**config.mk**
```make
export PLATFORM = sky130hd
export DESIGN_NAME = token_scanner
export DESIGN_NICKNAME = d
export VERILOG_FILES = /design/src/hdl/tks_pkg.sv /design/src/hdl/token_scanner.sv /design/src/hdl/tks_core.sv /design/src/hdl/tks_fifo.sv
export SDC_FILE = /design/constraint.sdc
export NUM_CORES = 1
export LEC_CHECK = 0
export BUFFER_PORTS_ARGS = -buffer_cell sky130_fd_sc_hd__buf_2
export CORE_MARGIN = 2
export CORE_UTILIZATION = 25
export DETAILED_ROUTE_END_ITERATION = 10
export SETUP_SLACK_MARGIN = 0.4
export SLEW_MARGIN = 25
export SYNTH_ARGS = -nofsm -noshare
export SYNTH_HDL_FRONTEND = slang
export SYNTH_SLANG_ARGS = --single-unit
```
**constraint.sdc**
```tcl
create_clock -name aclk -period 8.1 [get_ports aclk]
set_input_delay 1.62 -clock aclk [delete_from_list [all_inputs] [get_ports aclk]]
set_output_delay 1.62 -clock aclk [all_outputs]
set_load 0.05 [all_outputs]
```
**src/hdl/tks_pkg.sv**
```systemverilog
// Shared types and constants for the token scanner.
`timescale 1ns / 1ps

package tks_pkg;

    // Scanner mode: pending operator or keyword prefix, comment or string.
    typedef enum logic [3:0] {
        MODE_IDLE,
        MODE_EQ,
        MODE_BANG,
        MODE_LT,
        MODE_GT,
        MODE_S,
        MODE_SA,
        MODE_COMMENT,
        MODE_STRING
    } mode_t;

    // Token kinds in enumeration order.
    localparam logic [5:0] KIND_LEFT_PAREN    = 6'd0;
    localparam logic [5:0] KIND_RIGHT_PAREN   = 6'd1;
    localparam logic [5:0] KIND_LEFT_BRACE    = 6'd2;
    localparam logic [5:0] KIND_RIGHT_BRACE   = 6'd3;
    localparam logic [5:0] KIND_COMMA         = 6'd4;
    localparam logic [5:0] KIND_DOT           = 6'd5;
    localparam logic [5:0] KIND_MINUS         = 6'd6;
    localparam logic [5:0] KIND_PLUS          = 6'd7;
    localparam logic [5:0] KIND_SEMICOLON     = 6'd8;
    localparam logic [5:0] KIND_F_SLASH       = 6'd9;
    localparam logic [5:0] KIND_STAR          = 6'd11;
    localparam logic [5:0] KIND_LEFT_SBRACE   = 6'd14;
    localparam logic [5:0] KIND_RIGHT_SBRACE  = 6'd15;
    localparam logic [5:0] KIND_RETURNS       = 6'd16;
    localparam logic [5:0] KIND_NOT_EQUAL     = 6'd18;
    localparam logic [5:0] KIND_EQUAL         = 6'd19;
    localparam logic [5:0] KIND_EQUAL_EQUAL   = 6'd20;
    localparam logic [5:0] KIND_GREATER       = 6'd21;
    localparam logic [5:0] KIND_GREATER_EQUAL = 6'd22;
    localparam logic [5:0] KIND_LESS          = 6'd23;
    localparam logic [5:0] KIND_LESS_EQUAL    = 6'd24;
    localparam logic [5:0] KIND_STRING        = 6'd28;
    localparam logic [5:0] KIND_SAY           = 6'd47;
    localparam logic [5:0] KIND_NONE          = 6'd0;

    // Source characters the scanner recognizes.
    localparam logic [7:0] CHAR_LPAREN    = 8'h28;
    localparam logic [7:0] CHAR_RPAREN    = 8'h29;
    localparam logic [7:0] CHAR_LBRACE    = 8'h7B;
    localparam logic [7:0] CHAR_RBRACE    = 8'h7D;
    localparam logic [7:0] CHAR_LBRACKET  = 8'h5B;
    localparam logic [7:0] CHAR_RBRACKET  = 8'h5D;
    localparam logic [7:0] CHAR_COMMA     = 8'h2C;
    localparam logic [7:0] CHAR_DOT       = 8'h2E;
    localparam logic [7:0] CHAR_MINUS     = 8'h2D;
    localparam logic [7:0] CHAR_PLUS      = 8'h2B;
    localparam logic [7:0] CHAR_SEMICOLON = 8'h3B;
    localparam logic [7:0] CHAR_STAR      = 8'h2A;
    localparam logic [7:0] CHAR_SLASH     = 8'h2F;
    localparam logic [7:0] CHAR_EQUAL     = 8'h3D;
    localparam logic [7:0] CHAR_GREATER   = 8'h3E;
    localparam logic [7:0] CHAR_LESS      = 8'h3C;
    localparam logic [7:0] CHAR_BANG      = 8'h21;
    localparam logic [7:0] CHAR_BACKTICK  = 8'h60;
    localparam logic [7:0] CHAR_QUOTE     = 8'h22;
    localparam logic [7:0] CHAR_UPPER_S   = 8'h53;
    localparam logic [7:0] CHAR_UPPER_A   = 8'h41;
    localparam logic [7:0] CHAR_UPPER_Y   = 8'h59;
    localparam logic [7:0] CHAR_SPACE     = 8'h20;
    localparam logic [7:0] CHAR_NEWLINE   = 8'h0A;
    localparam logic [7:0] CHAR_TAB       = 8'h09;
    localparam logic [7:0] CHAR_CR        = 8'h0D;

    // Result queue geometry.
    localparam int QUEUE_DEPTH = 8;
    localparam int QUEUE_PTR_BITS = 3;
    localparam int QUEUE_CNT_BITS = 4;

    // One token as it leaves the block.
    typedef struct packed {
        logic [5:0]  kind;
        logic        is_error;
        logic [15:0] start_pos;
        logic [15:0] lexeme_length;
        logic [15:0] line_number;
        logic        last;
    } tks_result_t;

    // Tokens produced by one source byte, handed to the result queue.
    typedef struct packed {
        logic [1:0]  count;
        tks_result_t slot1;
        tks_result_t slot0;
    } tks_push_t;

endpackage

```
**src/hdl/token_scanner.sv**
```systemverilog
// Top level of the streaming token scanner.
`timescale 1ns / 1ps
//
// The slave channel carries one source byte per transfer in s_tdata; s_tlast
// marks the final byte of a text and flushes any pending token after it.
// The master channel carries one token per transfer: kind and error flag in
// m_tuser, start position, length and line number in m_tdata. m_tlast is set
// on the last token caused by one source byte; a byte causes zero, one or
// two tokens.
// A byte accepted at one clock edge is registered and scanned in the next
// cycle. Its tokens are written into the result queue at the end of that
// cycle and leave on the master side behind any tokens already queued. The
// scanner takes one byte per cycle as long as the master side keeps pace; a
// byte that yields two tokens hands them out one per transfer, and the
// eight-entry result queue absorbs the extra token.
// When the receiver stalls, tokens collect in the result queue and s_tready
// drops once the queue could not hold the tokens of the bytes in flight.
// Reset holds s_tready low, empties the queue, returns the scanner to idle,
// sets the byte position to zero and the line count to one. Positions wrap
// at POSITION_BITS and only reset restarts them.
//
module token_scanner #(
    parameter int POSITION_BITS = 16
) (
    input  logic        aclk,
    input  logic        aresetn,
    input  logic        s_tvalid,
    output logic        s_tready,
    input  logic [7:0]  s_tdata,   // char_byte
    input  logic        s_tlast,   // end_of_text
    output logic        m_tvalid,
    input  logic        m_tready,
    output logic [47:0] m_tdata,   // start_pos, lexeme_length, line_number
    output logic [6:0]  m_tuser,   // token_kind, is_error
    output logic        m_tlast    // last_of_run
);
    import tks_pkg::*;

    logic        in_valid_reg;
    logic [7:0]  in_char_reg;
    logic        in_last_reg;
    logic        s_accept;
    logic [3:0]  fill;
    tks_push_t   push;
    tks_result_t head;

    // Leave room for two tokens from the byte in the register and two more.
    assign s_tready = aresetn && (in_valid_reg ? (fill <= 4'(QUEUE_DEPTH - 4))
                                               : (fill <= 4'(QUEUE_DEPTH - 2)));
    assign s_accept = s_tvalid && s_tready;

    // Input register.
    always_ff @(posedge aclk) begin
        if (!aresetn) begin
            in_valid_reg <= 1'b0;
        end else begin
            in_valid_reg <= s_accept;
        end
    end

    always_ff @(posedge aclk) begin
        if (s_accept) begin
            in_char_reg <= s_tdata;
            in_last_reg <= s_tlast;
        end
    end

    tks_core #(
        .POSITION_BITS(POSITION_BITS)
    ) u_core (
        .aclk       (aclk),
        .aresetn    (aresetn),
        .step_valid (in_valid_reg),
        .step_char  (in_char_reg),
        .step_last  (in_last_reg),
        .push       (push)
    );

    tks_fifo u_fifo (
        .aclk      (aclk),
        .aresetn   (aresetn),
        .push      (push),
        .out_ready (m_tready),
        .out_valid (m_tvalid),
        .out_data  (head),
        .fill      (fill)
    );

    // Output packing.
    assign m_tdata = {head.line_number, head.lexeme_length, head.start_pos};
    assign m_tuser = {head.is_error, head.kind};
    assign m_tlast = head.last;

endmodule

```
**src/hdl/tks_core.sv**
```systemverilog
// Scanner state and the per-byte token logic.
`timescale 1ns / 1ps

module tks_core #(
    parameter int POSITION_BITS = 16
) (
    input  logic               aclk,
    input  logic               aresetn,
    input  logic               step_valid,
    input  logic [7:0]         step_char,
    input  logic               step_last,
    output tks_pkg::tks_push_t push
);
    import tks_pkg::*;

    mode_t                    mode_reg, mode_next;
    logic [POSITION_BITS-1:0] pos_reg, pos_next;
    logic [POSITION_BITS-1:0] start_reg, start_next;
    logic [15:0]              line_reg, line_next;

    function automatic tks_result_t make_result(
        input logic [5:0]  kind,
        input logic        err,
        input logic [15:0] start,
        input logic [15:0] len,
        input logic [15:0] line
    );
        tks_result_t r;
        r.kind          = err ? KIND_NONE : kind;
        r.is_error      = err;
        r.start_pos     = start;
        r.lexeme_length = len;
        r.line_number   = line;
        r.last          = 1'b0;
        return r;
    endfunction

    // Resolve the pending prefix, rescan the byte if it was not used, then flush on end of text.
    always_comb begin
        tks_result_t              res [2];
        logic [1:0]               n;
        logic                     used;
        logic                     emit;
        logic [5:0]               e_kind;
        logic                     e_err;
        logic [15:0]              e_len;
        logic [POSITION_BITS-1:0] e_start;
        logic [POSITION_BITS-1:0] str_len;

        res[0]     = '0;
        res[1]     = '0;
        n          = 2'd0;
        used       = 1'b1;
        mode_next  = MODE_IDLE;
        start_next = start_reg;
        line_next  = line_reg;
        str_len    = pos_reg - start_reg;
        e_start    = '0;

        // Resolution of the mode left by the previous byte.
        emit    = 1'b0;
        e_kind  = KIND_NONE;
        e_err   = 1'b0;
        e_len   = 16'd1;
        case (mode_reg)
            MODE_EQ: begin
                emit = 1'b1;
                if (step_char == CHAR_GREATER) begin
                    e_kind = KIND_RETURNS;
                    e_len  = 16'd2;
                end else if (step_char == CHAR_EQUAL) begin
                    e_kind = KIND_EQUAL_EQUAL;
                    e_len  = 16'd2;
                end else begin
                    e_kind = KIND_EQUAL;
                    used   = 1'b0;
                end
            end
            MODE_BANG: begin
                emit = 1'b1;
                if (step_char == CHAR_EQUAL) begin
                    e_kind = KIND_NOT_EQUAL;
                    e_len  = 16'd2;
                end else begin
                    e_err = 1'b1;
                    used  = 1'b0;
                end
            end
            MODE_LT: begin
                emit = 1'b1;
                if (step_char == CHAR_EQUAL) begin
                    e_kind = KIND_LESS_EQUAL;
                    e_len  = 16'd2;
                end else begin
                    e_kind = KIND_LESS;
                    used   = 1'b0;
                end
            end
            MODE_GT: begin
                emit = 1'b1;
                if (step_char == CHAR_EQUAL) begin
                    e_kind = KIND_GREATER_EQUAL;
                    e_len  = 16'd2;
                end else begin
                    e_kind = KIND_GREATER;
                    used   = 1'b0;
                end
            end
            MODE_S: begin
                if (step_char == CHAR_UPPER_A) begin
                    mode_next = MODE_SA;
                end else begin
                    emit  = 1'b1;
                    e_err = 1'b1;
                    used  = 1'b0;
                end
            end
            MODE_SA: begin
                emit = 1'b1;
                if (step_char == CHAR_UPPER_Y) begin
                    e_kind = KIND_SAY;
                    e_len  = 16'd3;
                end else begin
                    e_err = 1'b1;
                    e_len = 16'd2;
                    used  = 1'b0;
                end
            end
            MODE_COMMENT: begin
                if (step_char == CHAR_NEWLINE) begin
                    line_next = line_reg + 16'd1;
                end
                if (step_char != CHAR_BACKTICK) begin
                    mode_next = MODE_COMMENT;
                end
            end
            MODE_STRING: begin
                if (step_char == CHAR_QUOTE) begin
                    emit   = 1'b1;
                    e_kind = KIND_STRING;
                    e_len  = 16'(str_len);
                end else begin
                    if (step_char == CHAR_NEWLINE) begin
                        line_next = line_reg + 16'd1;
                    end
                    mode_next = MODE_STRING;
                end
            end
            default: begin
                used = 1'b0;
            end
        endcase
        if (emit) begin
            res[0] = make_result(e_kind, e_err, 16'(start_reg), e_len, line_reg);
            n      = 2'd1;
        end

        // Fresh scan of a byte that the pending prefix did not take.
        if (!used) begin
            emit   = 1'b1;
            e_kind = KIND_NONE;
            e_err  = 1'b0;
            case (step_char)
                CHAR_LPAREN:    e_kind = KIND_LEFT_PAREN;
                CHAR_RPAREN:    e_kind = KIND_RIGHT_PAREN;
                CHAR_LBRACE:    e_kind = KIND_LEFT_BRACE;
                CHAR_RBRACE:    e_kind = KIND_RIGHT_BRACE;
                CHAR_LBRACKET:  e_kind = KIND_LEFT_SBRACE;
                CHAR_RBRACKET:  e_kind = KIND_RIGHT_SBRACE;
                CHAR_COMMA:     e_kind = KIND_COMMA;
                CHAR_DOT:       e_kind = KIND_DOT;
                CHAR_MINUS:     e_kind = KIND_MINUS;
                CHAR_PLUS:      e_kind = KIND_PLUS;
                CHAR_SEMICOLON: e_kind = KIND_SEMICOLON;
                CHAR_STAR:      e_kind = KIND_STAR;
                CHAR_SLASH:     e_kind = KIND_F_SLASH;
                CHAR_EQUAL: begin
                    emit = 1'b0; mode_next = MODE_EQ; start_next = pos_reg;
                end
                CHAR_BANG: begin
                    emit = 1'b0; mode_next = MODE_BANG; start_next = pos_reg;
                end
                CHAR_LESS: begin
                    emit = 1'b0; mode_next = MODE_LT; start_next = pos_reg;
                end
                CHAR_GREATER: begin
                    emit = 1'b0; mode_next = MODE_GT; start_next = pos_reg;
                end
                CHAR_UPPER_S: begin
                    emit = 1'b0; mode_next = MODE_S; start_next = pos_reg;
                end
                CHAR_SPACE, CHAR_CR, CHAR_TAB: begin
                    emit = 1'b0;
                end
                CHAR_NEWLINE: begin
                    emit      = 1'b0;
                    line_next = line_reg + 16'd1;
                end
                CHAR_BACKTICK: begin
                    emit = 1'b0; mode_next = MODE_COMMENT;
                end
                CHAR_QUOTE: begin
                    emit       = 1'b0;
                    mode_next  = MODE_STRING;
                    start_next = pos_reg + 1'b1;
                end
                default: e_err = 1'b1;
            endcase
            if (emit) begin
                res[n[0]] = make_result(e_kind, e_err, 16'(pos_reg), 16'd1, line_next);
                n         = n + 2'd1;
            end
        end

        // End of text flushes whatever token is still pending.
        if (step_last) begin
            emit    = 1'b1;
            e_kind  = KIND_NONE;
            e_err   = 1'b0;
            e_len   = 16'd1;
            e_start = pos_reg + 1'b1 - start_next;
            case (mode_next)
                MODE_EQ:   e_kind = KIND_EQUAL;
                MODE_BANG: e_err  = 1'b1;
                MODE_LT:   e_kind = KIND_LESS;
                MODE_GT:   e_kind = KIND_GREATER;
                MODE_S:    e_err  = 1'b1;
                MODE_SA: begin
                    e_err = 1'b1;
                    e_len = 16'd2;
                end
                MODE_STRING: begin
                    e_kind = KIND_STRING;
                    e_len  = 16'(e_start);
                end
                default: emit = 1'b0;
            endcase
            if (emit) begin
                res[n[0]] = make_result(e_kind, e_err, 16'(start_next), e_len, line_next);
                n         = n + 2'd1;
            end
            mode_next = MODE_IDLE;
        end

        // Mark the final token of this byte.
        if (n == 2'd1) begin
            res[0].last = 1'b1;
        end else if (n == 2'd2) begin
            res[1].last = 1'b1;
        end

        pos_next   = pos_reg + 1'b1;
        push.count = step_valid ? n : 2'd0;
        push.slot0 = res[0];
        push.slot1 = res[1];
    end

    // Scanner state advances once per processed byte.
    always_ff @(posedge aclk) begin
        if (!aresetn) begin
            mode_reg  <= MODE_IDLE;
            pos_reg   <= '0;
            start_reg <= '0;
            line_reg  <= 16'd1;
        end else if (step_valid) begin
            mode_reg  <= mode_next;
            pos_reg   <= pos_next;
            start_reg <= start_next;
            line_reg  <= line_next;
        end
    end

endmodule

```
**src/hdl/tks_fifo.sv**
```systemverilog
// Result queue that takes up to two tokens per cycle and releases one while out_ready is high.
`timescale 1ns / 1ps

module tks_fifo (
    input  logic                 aclk,
    input  logic                 aresetn,
    input  tks_pkg::tks_push_t   push,
    input  logic                 out_ready,
    output logic                 out_valid,
    output tks_pkg::tks_result_t out_data,
    output logic [3:0]           fill
);
    import tks_pkg::*;

    tks_result_t               mem [QUEUE_DEPTH];
    logic [QUEUE_PTR_BITS-1:0] wr_ptr_reg, wr_ptr_next;
    logic [QUEUE_PTR_BITS-1:0] rd_ptr_reg, rd_ptr_next;
    logic [QUEUE_CNT_BITS-1:0] count_reg, count_next;
    logic                      pop;

    assign out_valid = (count_reg != '0);
    assign out_data  = mem[rd_ptr_reg];
    assign fill      = count_reg;
    assign pop       = out_valid && out_ready;

    // Pointer and occupancy update.
    always_comb begin
        wr_ptr_next = wr_ptr_reg + QUEUE_PTR_BITS'(push.count);
        rd_ptr_next = rd_ptr_reg + QUEUE_PTR_BITS'(pop);
        count_next  = count_reg + QUEUE_CNT_BITS'(push.count) - QUEUE_CNT_BITS'(pop);
    end

    always_ff @(posedge aclk) begin
        if (!aresetn) begin
            wr_ptr_reg <= '0;
            rd_ptr_reg <= '0;
            count_reg  <= '0;
        end else begin
            wr_ptr_reg <= wr_ptr_next;
            rd_ptr_reg <= rd_ptr_next;
            count_reg  <= count_next;
        end
    end

    // Storage writes; the second token goes one entry after the first.
    always_ff @(posedge aclk) begin
        if (push.count != 2'd0) begin
            mem[wr_ptr_reg] <= push.slot0;
        end
        if (push.count == 2'd2) begin
            mem[wr_ptr_reg + 1'b1] <= push.slot1;
        end
    end

endmodule

```
==> results of run 1 <==
area by class of cell:
| cell class | count | area (sq um) |
|---|---|---|
| timing repair buffer | 127 | 848 |
| inverter | 50 | 188 |
| clock inverter | 36 | 360 |
| tap | 1524 | 1910 |
| fill | 11800 | 82700 |
| multi-input combinational | 1610 | 13400 |
| sequential | 520 | 15000 |
| clock buffer | 74 | 1570 |
through the flow:
stage	instance area, sq um	total power [mW]	cells	worst slack [ns]
after detailed placement	31300	5.36	3830	2.17
after CTS	33300	8.04	3940	2.14
after floorplan	29200	4.77	2360	0.504
final	33300	7.96	3941	2.04
after global routing	33300	8.28	3941	1.69
after global placement	31200	5.34	3827	2.12
Yosys cell counts, drive strengths merged, types with 38 or more instances:
| master | number |
|---|---|
| edfxtp | 457 |
| mux2i | 227 |
| nor2 | 174 |
| nand2 | 160 |
| o21ai | 131 |
| mux4 | 112 |
| clkbuf | 102 |
| a22o | 99 |
| buf | 78 |
| a21oi | 71 |
| mux2 | 66 |
| dfxtp | 63 |
| xnor2 | 59 |
| inv | 49 |
| xor2 | 45 |
| nand3 | 40 |
| a22oi | 38 |
| nor3 | 38 |
layer usage:
| metal | wire [microns] | share of wire, % | global-route usage (%) | up-vias |
|---|---|---|---|---|
| li1 | - | - | - | 9160 |
| met1 | 38900 | 44 | 20.1 | 10300 |
| met2 | 40800 | 46 | 22.9 | 795 |
| met3 | 5800 | 6.6 | 2.04 | 139 |
| met4 | 2540 | 2.9 | 4.61 | 2 |
| met5 | 7 | 0.0080 | 0 | - |
power breakdown:
group	leakage [nW]	total, mW	internal (mW)	switching (mW)
registers	4.82	3.07	2.98	0.0845
logic	5.82	2.22	0.810	1.41
clock network	0.931	2.68	1.57	1.11
total	11.6	7.96	5.36	2.61
cells by family (layout without fill, tap and decap cells):
logic type / count (synthesis) / count (layout)
AO/OA/AOI/OAI: 523 / 523
XOR/XNOR: 104 / 104
adder cells (fa/ha/maj): 43 / 43
buffers and inverters: 230 / 287
flip-flops: 520 / 520
multiplexers: 405 / 405
AND/OR/NAND/NOR: 535 / 535
layout by cell type (no fill, tap or decap), types with 13 or more instances in the layout:
cell type / netlist / routed
a211oi_1: 19 / 19
a21o_1: 22 / 22
a21oi_1: 71 / 71
a22o_1: 99 / 99
a22oi_1: 38 / 38
a31oi_1: 35 / 35
and2_1: 29 / 29
buf_2: 50 / 70
buf_4: 7 / 52
clkbuf_16: 0 / 60
clkinv_1: 1 / 13
dfxtp_1: 63 / 59
edfxtp_1: 457 / 457
ha_1: 36 / 36
inv_1: 49 / 49
mux2_2: 66 / 66
mux2i_1: 221 / 219
mux4_2: 112 / 112
nand2_1: 160 / 160
nand2b_1: 15 / 15
nand3_1: 40 / 40
nor2_1: 165 / 164
nor3_1: 36 / 31
o21ai_0: 126 / 122
xnor2_1: 58 / 58
xor2_1: 45 / 45
how the worst max path moves through the flow:
stage	endpoint	from	slack, ns	depth (start not counted)
2_1_floorplan	u_fifo.mem[4][0]	in_char_reg[3]	0.50	15
3_3_place_gp	u_fifo.mem[5][25]	in_char_reg[6]	2.12	19
3_5_place_dp	u_fifo.mem[4][29]	in_char_reg[1]	2.17	19
4_1_cts	u_fifo.mem[4][29]	in_char_reg[1]	2.14	19
5_1_grt	u_fifo.mem[1][29]	in_char_reg[1]	1.69	19
6_report	u_fifo.mem[0][29]	in_char_reg[2]	2.04	13
worst reg2reg max path: stages, from the launching register on:
cell	delay, ns
edfxtp_1	0.58
nand4b_1	0.24
or2_0	0.43
a21oi_1	0.11
a2111oi_0	0.94
buf_4	0.28
ha_1	0.29
nor2_1	0.17
a21oi_1	0.12
nand2_1	0.46
o22ai_1	0.24
or3_1	0.44
o21ai_4	0.62
buf_4	0.69
==> flow_summary.ini, run 1 <==
[worst_setup_path]
critPathMaxStageDelay_ns = 0.94
worst-path-max-fanout = 40
cp.arrival_ns = 6.30
crit_family = compound AO/OA/AOI/OAI gates
rrSetupSlack_ns = 2.04
worstPathRequired_ns = 8.33
cp_num_buf_inv = 2
rr_worst_depth = 13
reg2reg_to = u_fifo.mem[0][29]
cpMaxStageDelayCell = a2111oi_0
path_class = flip-flop to flip-flop
cp-start-kind = flip-flop
crit_chain = nand4b_1 > or2_0 > a21oi_1 > a2111oi_0 > buf_4 > ha_1 > nor2_1 > a21oi_1 > nand2_1 > o22ai_1 > or3_1 > o21ai_4 > buf_4
endpoint_kind = flip-flop
rr_startpoint = in_char_reg[2]

[sta]
relSlewSlack_pct = 19.3
clock.fmax_mhz = 165
hold_violations = 0
rsz0062_at_grt = no
skew_ns = 0.0205
setup_viol = 0
hold_ws_ns = 0.529
worst_pin_slew_ns = 1.18
drv_slew = 0
period_needed_ns = 6.06
finalSetupTns_ns = 0
finalCritPeriodShare_pct = 74.8

[clock_network]
htree_num_levels = 2
cts-root-buf = clkbuf_16
cts.sinks = 520
cts_buffers = 58
clk_latency_ns = 0.62
cts_resized = 0
clk_pin_slew_ns = 0.06
post-cts-setup-buffers = 0
cts_tree = done
cts_buffer_depth = 3
cts-hold-fix-buffers = 0

[routing]
drt-pass1-iter-count = 6
ant_nets = 0
viasPerCell = 5.19
vias = 20400
post_drt_wl_per_cell_microns = 22.3
drt-total-wl_mm = 88.0
drc = 0
drt_iter0_drc = 2230

[power]
worst_ir_drop_vdd_mv = 0.188
powerDensity_nw_per_um2 = 239
p_leak_nw = 11.6

[yosys]
muxShareOfSynthArea_pct = 19.1
synth_ff_type = edfxtp_1
yosys.area.top_type = edfxtp_1
synth_nets = 2413
synthCells = 2360
synth_simple_gate_area_share_pct = 8.76
synth_cell_type_count = 94
ys_warn_count = 0
synthTopCellsByArea = edfxtp_1 47%, mux4_2 8.6%, mux2i_1 7.6%
yosysTopAreaCellShare_pct = 47.0
ys_seq_area_share_pct = 51.3
synth_compound_area_share_pct = 12.6
synth_top_family_by_area = multiplexers
yosys.area_share.adder_pct = 1.92
synth_area_sq_um = 29200
synth-async-reset-ratio_pct = 0
ys_ff_latch = 520
synth.avg_cell_area_sq_um = 12.4
synthXorXnorAreaFrac_pct = 3.14
synth_edf_count = 457

[die]
die_height_microns = 346
core_sq_um = 116000
start_util_pct = 25.2
row_count = 125
die_w_microns = 346
die_area_sq_um = 120000
io_pins = 71

[layout]
diodes = 0
final_util_pct = 28.7
largest_reg_flops = 448
final_layout_size_suffix_gt1_share_pct = 18.9
final_net_count = 2420
top_register = u_fifo.mem
syn_to_final_growth_pct = 14.0

[placement]
hpwlAfterDp_mm = 59.6
gp_congestion = 0.936
portBuffers = 70

[worst_hold_path]
holdPathStages = 2
holdCritStartpoint = u_core.start_reg[3]
min_to = u_core.start_reg[3]
min_path_type = flip-flop to flip-flop

[global_routing]
antenna_found_initial = 3
track_usage_pct = 14.4
grt_overflow = 0
grt_pass1_wl_mm = 132
grt_max_degree = 69
grt_pass1_vias = 20200

[outcome]
run_status = complete, no violations

[job]
cap_violations = 0
No activity file was read; power rests on OpenSTA's default activity.
==> inputs of run 2 (changes only) <==
==> constraint.sdc (replaced) <==
create_clock -name aclk -period 5.7 [get_ports aclk]
set_input_delay 1.14 -clock aclk [delete_from_list [all_inputs] [get_ports aclk]]
set_output_delay 1.14 -clock aclk [all_outputs]
set_load 0.05 [all_outputs]
==> flow_summary.ini, run 2 (same netlist as run 1, synthesis figures left out) <==
[worst_setup_path]
path_class = flip-flop to flip-flop
cp_num_buf_inv = 4
worst-path-max-fanout = 14
worstPathRequired_ns = 6.16
critPathMaxStageDelay_ns = 0.79
cp-start-kind = flip-flop
crit_chain = buf_4 > buf_4 > or4b_4 > or2_0 > a311o_1 > nor3_2 > o22ai_1 > a211oi_4 > nor2_8 > mux2i_4 > nor3_2 > buf_4 > mux2i_1 > buf_4 > a22o_1
rrSetupSlack_ns = 0.69
endpoint_kind = flip-flop
cp_common_cell = buf_4
cpMaxStageDelayCell = nor3_2
cp.arrival_ns = 5.47
crit_family = simple AND/OR/NAND/NOR gates

[global_routing]
grt_overflow = 0
grt_pass1_vias = 20200
grt_max_degree = 57
track_usage_pct = 14.9
antenna_found_initial = 9
grt_pass1_wl_mm = 136

[placement]
gp_congestion = 0.953
hpwlAfterDp_mm = 60.3
dp_worst_setup_slack_ns = 0.373
portBuffers = 70

[clock_network]
clk_latency_ns = 0.63
clk_pin_slew_ns = 0.06
cts_buffer_depth = 3
htree_num_levels = 2
cts_tree = done
cts-root-buf = clkbuf_16
cts_buffers = 52
cts-hold-fix-buffers = 0
cts.sinks = 520

[die]
die_w_microns = 346
io_pins = 71
die_area_sq_um = 120000
die_height_microns = 346
core_sq_um = 116000
row_count = 125
start_util_pct = 25.2

[job]
cap_violations = 0

[sta]
hold_violations = 0
finalCritPeriodShare_pct = 87.9
skew_ns = 0.0364
setup_viol = 0
relSlewSlack_pct = 28.3
rsz0062_at_grt = no
setup_slack_ns = 0.689
clock.fmax_mhz = 200
drv_slew = 0
worst_pin_slew_ns = 1.06
period_needed_ns = 5.01
hold_ws_ns = 0.516

[routing]
post_drt_wl_per_cell_microns = 22.8
drt-pass1-iter-count = 7
drt-total-wl_mm = 91.1
drc = 0
ant_nets = 0
vias = 20700
drt_iter0_drc = 2295
viasPerCell = 5.20

[layout]
nFillCells = 11800
final_layout_size_suffix_gt1_share_pct = 21.3
diodes = 0
layout_common_cells = 457 x edfxtp_1, 217 x mux2i_1, 165 x nor2_1, 160 x nand2_1, 122 x o21ai_0
final_common_cell = edfxtp_1
multi_input_area_sq_um = 13600
syn_to_final_growth_pct = 15.7
final_util_pct = 29.1
top_register = u_fifo.mem
final_net_count = 2475
largest_reg_flops = 448
ff_latch_area_sq_um = 15000

[power]
powerDensity_nw_per_um2 = 332
p_leak_nw = 11.8
worst_ir_drop_vdd_mv = 0.231

[worst_hold_path]
min_path_type = flip-flop to flip-flop

[outcome]
run_status = complete, no violations
run 2: area by class of cell:
cell class	count	area share (%)
Sequential cell	520	44.4
Multi-Input combinational cell	1611	40.1
Tap cell	1524	5.64
Clock buffer	69	4.31
Timing Repair Buffer	187	4.12
Clock inverter	28	0.918
Inverter	50	0.555
run 2: per-layer routing:
| layer | wire, microns | vias up | global-route usage [%] |
|---|---|---|---|
| met2 | 42600 | 836 | 23.8 |
| li1 | - | 9244 | - |
| met4 | 2190 | 4 | 4.30 |
| met5 | 27 | - | 0 |
| met3 | 5950 | 125 | 2.29 |
| met1 | 40300 | 10500 | 20.7 |
run 2: worst reg2reg max path: cells and delay by family, from the launching register on:
kind                   cells  cell delay, ns
DFF                        1            0.37
muxes                      2            0.44
buffers and inverters      4            0.90
and+or+nand+nor            5            1.91
AOI/OAI and AO/OA          4            1.24
run 2: through the flow:
stage | cell area [sq um] | total power, mW | setup TNS (ns) | instances
2_1_floorplan | 29200 | 6.77 | -85.93 | 2360
3_3_place_gp | 31800 | 7.61 | 0 | 3878
3_5_place_dp | 31800 | 7.63 | 0 | 3879
4_1_cts | 33600 | 11.2 | 0 | 3976
5_1_grt | 33800 | 11.6 | 0 | 3989
6_report | 33800 | 11.2 | 0 | 3989
run 2: power breakdown:
| group | internal [mW] | switching (mW) | total (mW) | leakage, nW |
|---|---|---|---|---|
| registers | 4.23 | 0.187 | 4.42 | 4.82 |
| logic | 1.23 | 1.98 | 3.21 | 6.16 |
| clock network | 2.03 | 1.55 | 3.58 | 0.855 |
run 2: worst paths after layout:
path	to	from	cells past startpoint
setup / recovery	u_fifo.mem[7][14]	in_char_reg[2]	15
hold / removal	u_core.start_reg[3]	u_core.start_reg[3]	2
setup reg to reg	u_fifo.mem[7][14]	in_char_reg[2]	15
hold reg to reg	u_core.start_reg[3]	u_core.start_reg[3]	2
run 2: what timing repair did:
action,CTS,global route
resized for setup,1,20
cloned,0,1
pin swaps,0,1
setup endpoints to repair,3,189
setup buffers,0,12
==> inputs of run 3 (changes only) <==
--- a/config.mk
+++ b/config.mk
@@ -6,9 +6,13 @@
 export NUM_CORES = 1
 export LEC_CHECK = 0
 export BUFFER_PORTS_ARGS = -buffer_cell sky130_fd_sc_hd__buf_2
+export CAP_MARGIN = 20
+export CELL_PAD_IN_SITES_DETAIL_PLACEMENT = 0
+export CELL_PAD_IN_SITES_GLOBAL_PLACEMENT = 1
 export CORE_MARGIN = 2
 export CORE_UTILIZATION = 25
 export DETAILED_ROUTE_END_ITERATION = 10
+export PLACE_DENSITY_LB_ADDON = 0.1
 export SETUP_SLACK_MARGIN = 0.4
 export SLEW_MARGIN = 25
 export SYNTH_ARGS = -nofsm -noshare
==> flow_summary.ini, run 3 (same netlist as run 1, synthesis figures left out) <==
[sta]
hold_ws_ns = 0.513
finalCritPeriodShare_pct = 87.4
relSlewSlack_pct = 21.4
clock.fmax_mhz = 201
rsz0062_at_grt = no
drv_slew = 0
period_needed_ns = 4.98
worst_pin_slew_ns = 1.18
skew_ns = 0.0145
setup_slack_ns = 0.718
setup_viol = 0
hold_violations = 0
finalSetupTns_ns = 0

[global_routing]
grt_max_degree = 55
track_usage_pct = 17.9
antenna_found_initial = 3
grt_pass1_vias = 21000
grt_overflow = 0
grt_pass1_wl_mm = 155

[clock_network]
cts_tree = done
cts-root-buf = clkbuf_16
clk_latency_ns = 0.63
cts-hold-fix-buffers = 0
htree_num_levels = 3
cts.sinks = 520
cts_buffer_depth = 3
clk_pin_slew_ns = 0.06
cts_buffers = 68

[power]
p_total_mw = 11.9
p_leak_nw = 12.1
switching_share_pct = 33.3
p_int_mw = 7.92
clockPowerShare_pct = 35.2
switchingPower_mw = 3.95
powerDensity_nw_per_um2 = 346
power_frac_seq_pct = 37.5
worst_ir_drop_vdd_mv = 0.178
combPwrFrac_pct = 27.3

[layout]
layout_common_cells = 457 x edfxtp_1, 216 x mux2i_1, 163 x nor2_1, 160 x nand2_1, 133 x buf_4
final_layout_size_suffix_gt1_share_pct = 22.8
final_net_count = 2517
nFillCells = 11800
syn_to_final_growth_pct = 17.5
top_register = u_fifo.mem
largest_reg_flops = 448
fin_cells = 4038
final_common_cell = edfxtp_1

[routing]
routed-wl-met3_mm = 4.56
topRoutingLayerUsed = met5
post_drt_wl_per_cell_microns = 26.9
wl_met1_mm = 51.2
wl_met2_mm = 50.3
drt-total-wl_mm = 108
viasPerCell = 5.09
vias = 20500
drc = 0
drt-pass1-iter-count = 7
ant_nets = 0
drt_iter0_drc = 1652

[placement]
hpwlAfterDp_mm = 72.4
gp_congestion = 0.819
dp_cells = 3898
dp_worst_setup_slack_ns = 0.0547
portBuffers = 70

[worst_setup_path]
crit_family = compound AO/OA/AOI/OAI gates
cpMaxStageDelayCell = or4b_2
cp_num_buf_inv = 4
worstPathRequired_ns = 6.03
crit_chain = buf_4 > or4b_2 > a21o_1 > nand2_1 > nand3_1 > a21oi_1 > a211oi_1 > inv_1 > ha_1 > inv_1 > fa_1 > a21oi_1 > nand2_1 > a31oi_2 > a31oi_1 > o21a_1 > a21oi_2 > o31a_4 > xnor2_2 > buf_8 > o21ai_0
critPathMaxStageDelay_ns = 0.65
endpoint_kind = flip-flop
worst-path-max-fanout = 32
path_class = flip-flop to flip-flop
cp.arrival_ns = 5.31
cp-start-kind = flip-flop

[die]
io_pins = 71
core_sq_um = 116000
start_util_pct = 25.2
die_height_microns = 346
die_area_sq_um = 120000
row_count = 125
die_w_microns = 346

[job]
cap_violations = 0

[worst_hold_path]
min_path_type = flip-flop to flip-flop

[outcome]
run_status = complete, no violations
-- run 3: cell count changes in the layout (fill, tap and decap cells not counted), sizes merged --
cell / before / now
xnor2: 60 / 59
inv: 50 / 53
diode: 0 / 1
clkbuf: 69 / 88
clkinv: 19 / 21
buf: 187 / 214
bufinv: 5 / 3
-- run 3: metrics by stage --
stage               instance area, sq um  utilization, %
global route                       34300            29.6
CTS                                34100            29.4
global placement                   31900            27.5
floorplan                          29200               -
finish                             34300            29.6
detailed placement                 31900            27.5
-- run 3: worst paths after layout --
| path | startpoint | end | slack, ns | depth (start not counted) |
|---|---|---|---|---|
| min | u_core.start_reg[3] | u_core.start_reg[3] | 0.51 | 2 |
| min reg2reg | u_core.start_reg[3] | u_core.start_reg[3] | 0.51 | 2 |
| max reg2reg | in_char_reg[6] | u_fifo.mem[7][23] | 0.72 | 21 |
| max | in_char_reg[6] | u_fifo.mem[7][23] | 0.72 | 21 |
-- run 3: layout make-up --
cell class                      instances  area, sq um  share of cell area, %
Inverter                               50          188                  0.546
Timing Repair Buffer                  214         1560                   4.55
Clock inverter                         31          262                  0.761
Clock buffer                           88         1870                   5.45
Tap cell                             1524         1910                   5.55
Antenna cell                            1         2.50                0.00729
Multi-Input combinational cell       1610        13600                   39.5
Sequential cell                       520        15000                   43.7
-- run 3: layer usage --
| metal | vias up | global-route usage, % |
|---|---|---|
| li1 | 9352 | - |
| met2 | 524 | 28.6 |
| met5 | - | 0 |
| met3 | 107 | 2.53 |
| met1 | 10600 | 25.1 |
| met4 | 2 | 5.14 |
-- run 3: power groups by stage --
| stage | clock [mW] | sequential [mW] | combinational (mW) |
|---|---|---|---|
| after floorplan | 0 | 4.36 | 2.41 |
| after CTS | 4.31 | 4.47 | 3.26 |
| after global placement | 0 | 4.55 | 3.22 |
| after detailed placement | 0 | 4.55 | 3.22 |
| final | 4.18 | 4.45 | 3.24 |
| after global routing | 4.46 | 4.48 | 3.47 |
-- run 3: worst min-delay path, cell delays in order, from the launching register on --
cell and delay (ns):
dfxtp_1 0.33, nor2_1 0.09, a211oi_1 0.05
-- run 3: timing repair --
action,4_1_cts,5_1_grt
resized for setup,9,16
buffers inserted,5,15
hold endpoints to repair,0,0
pin swaps,0,2
endpoints found under the setup margin,74,115
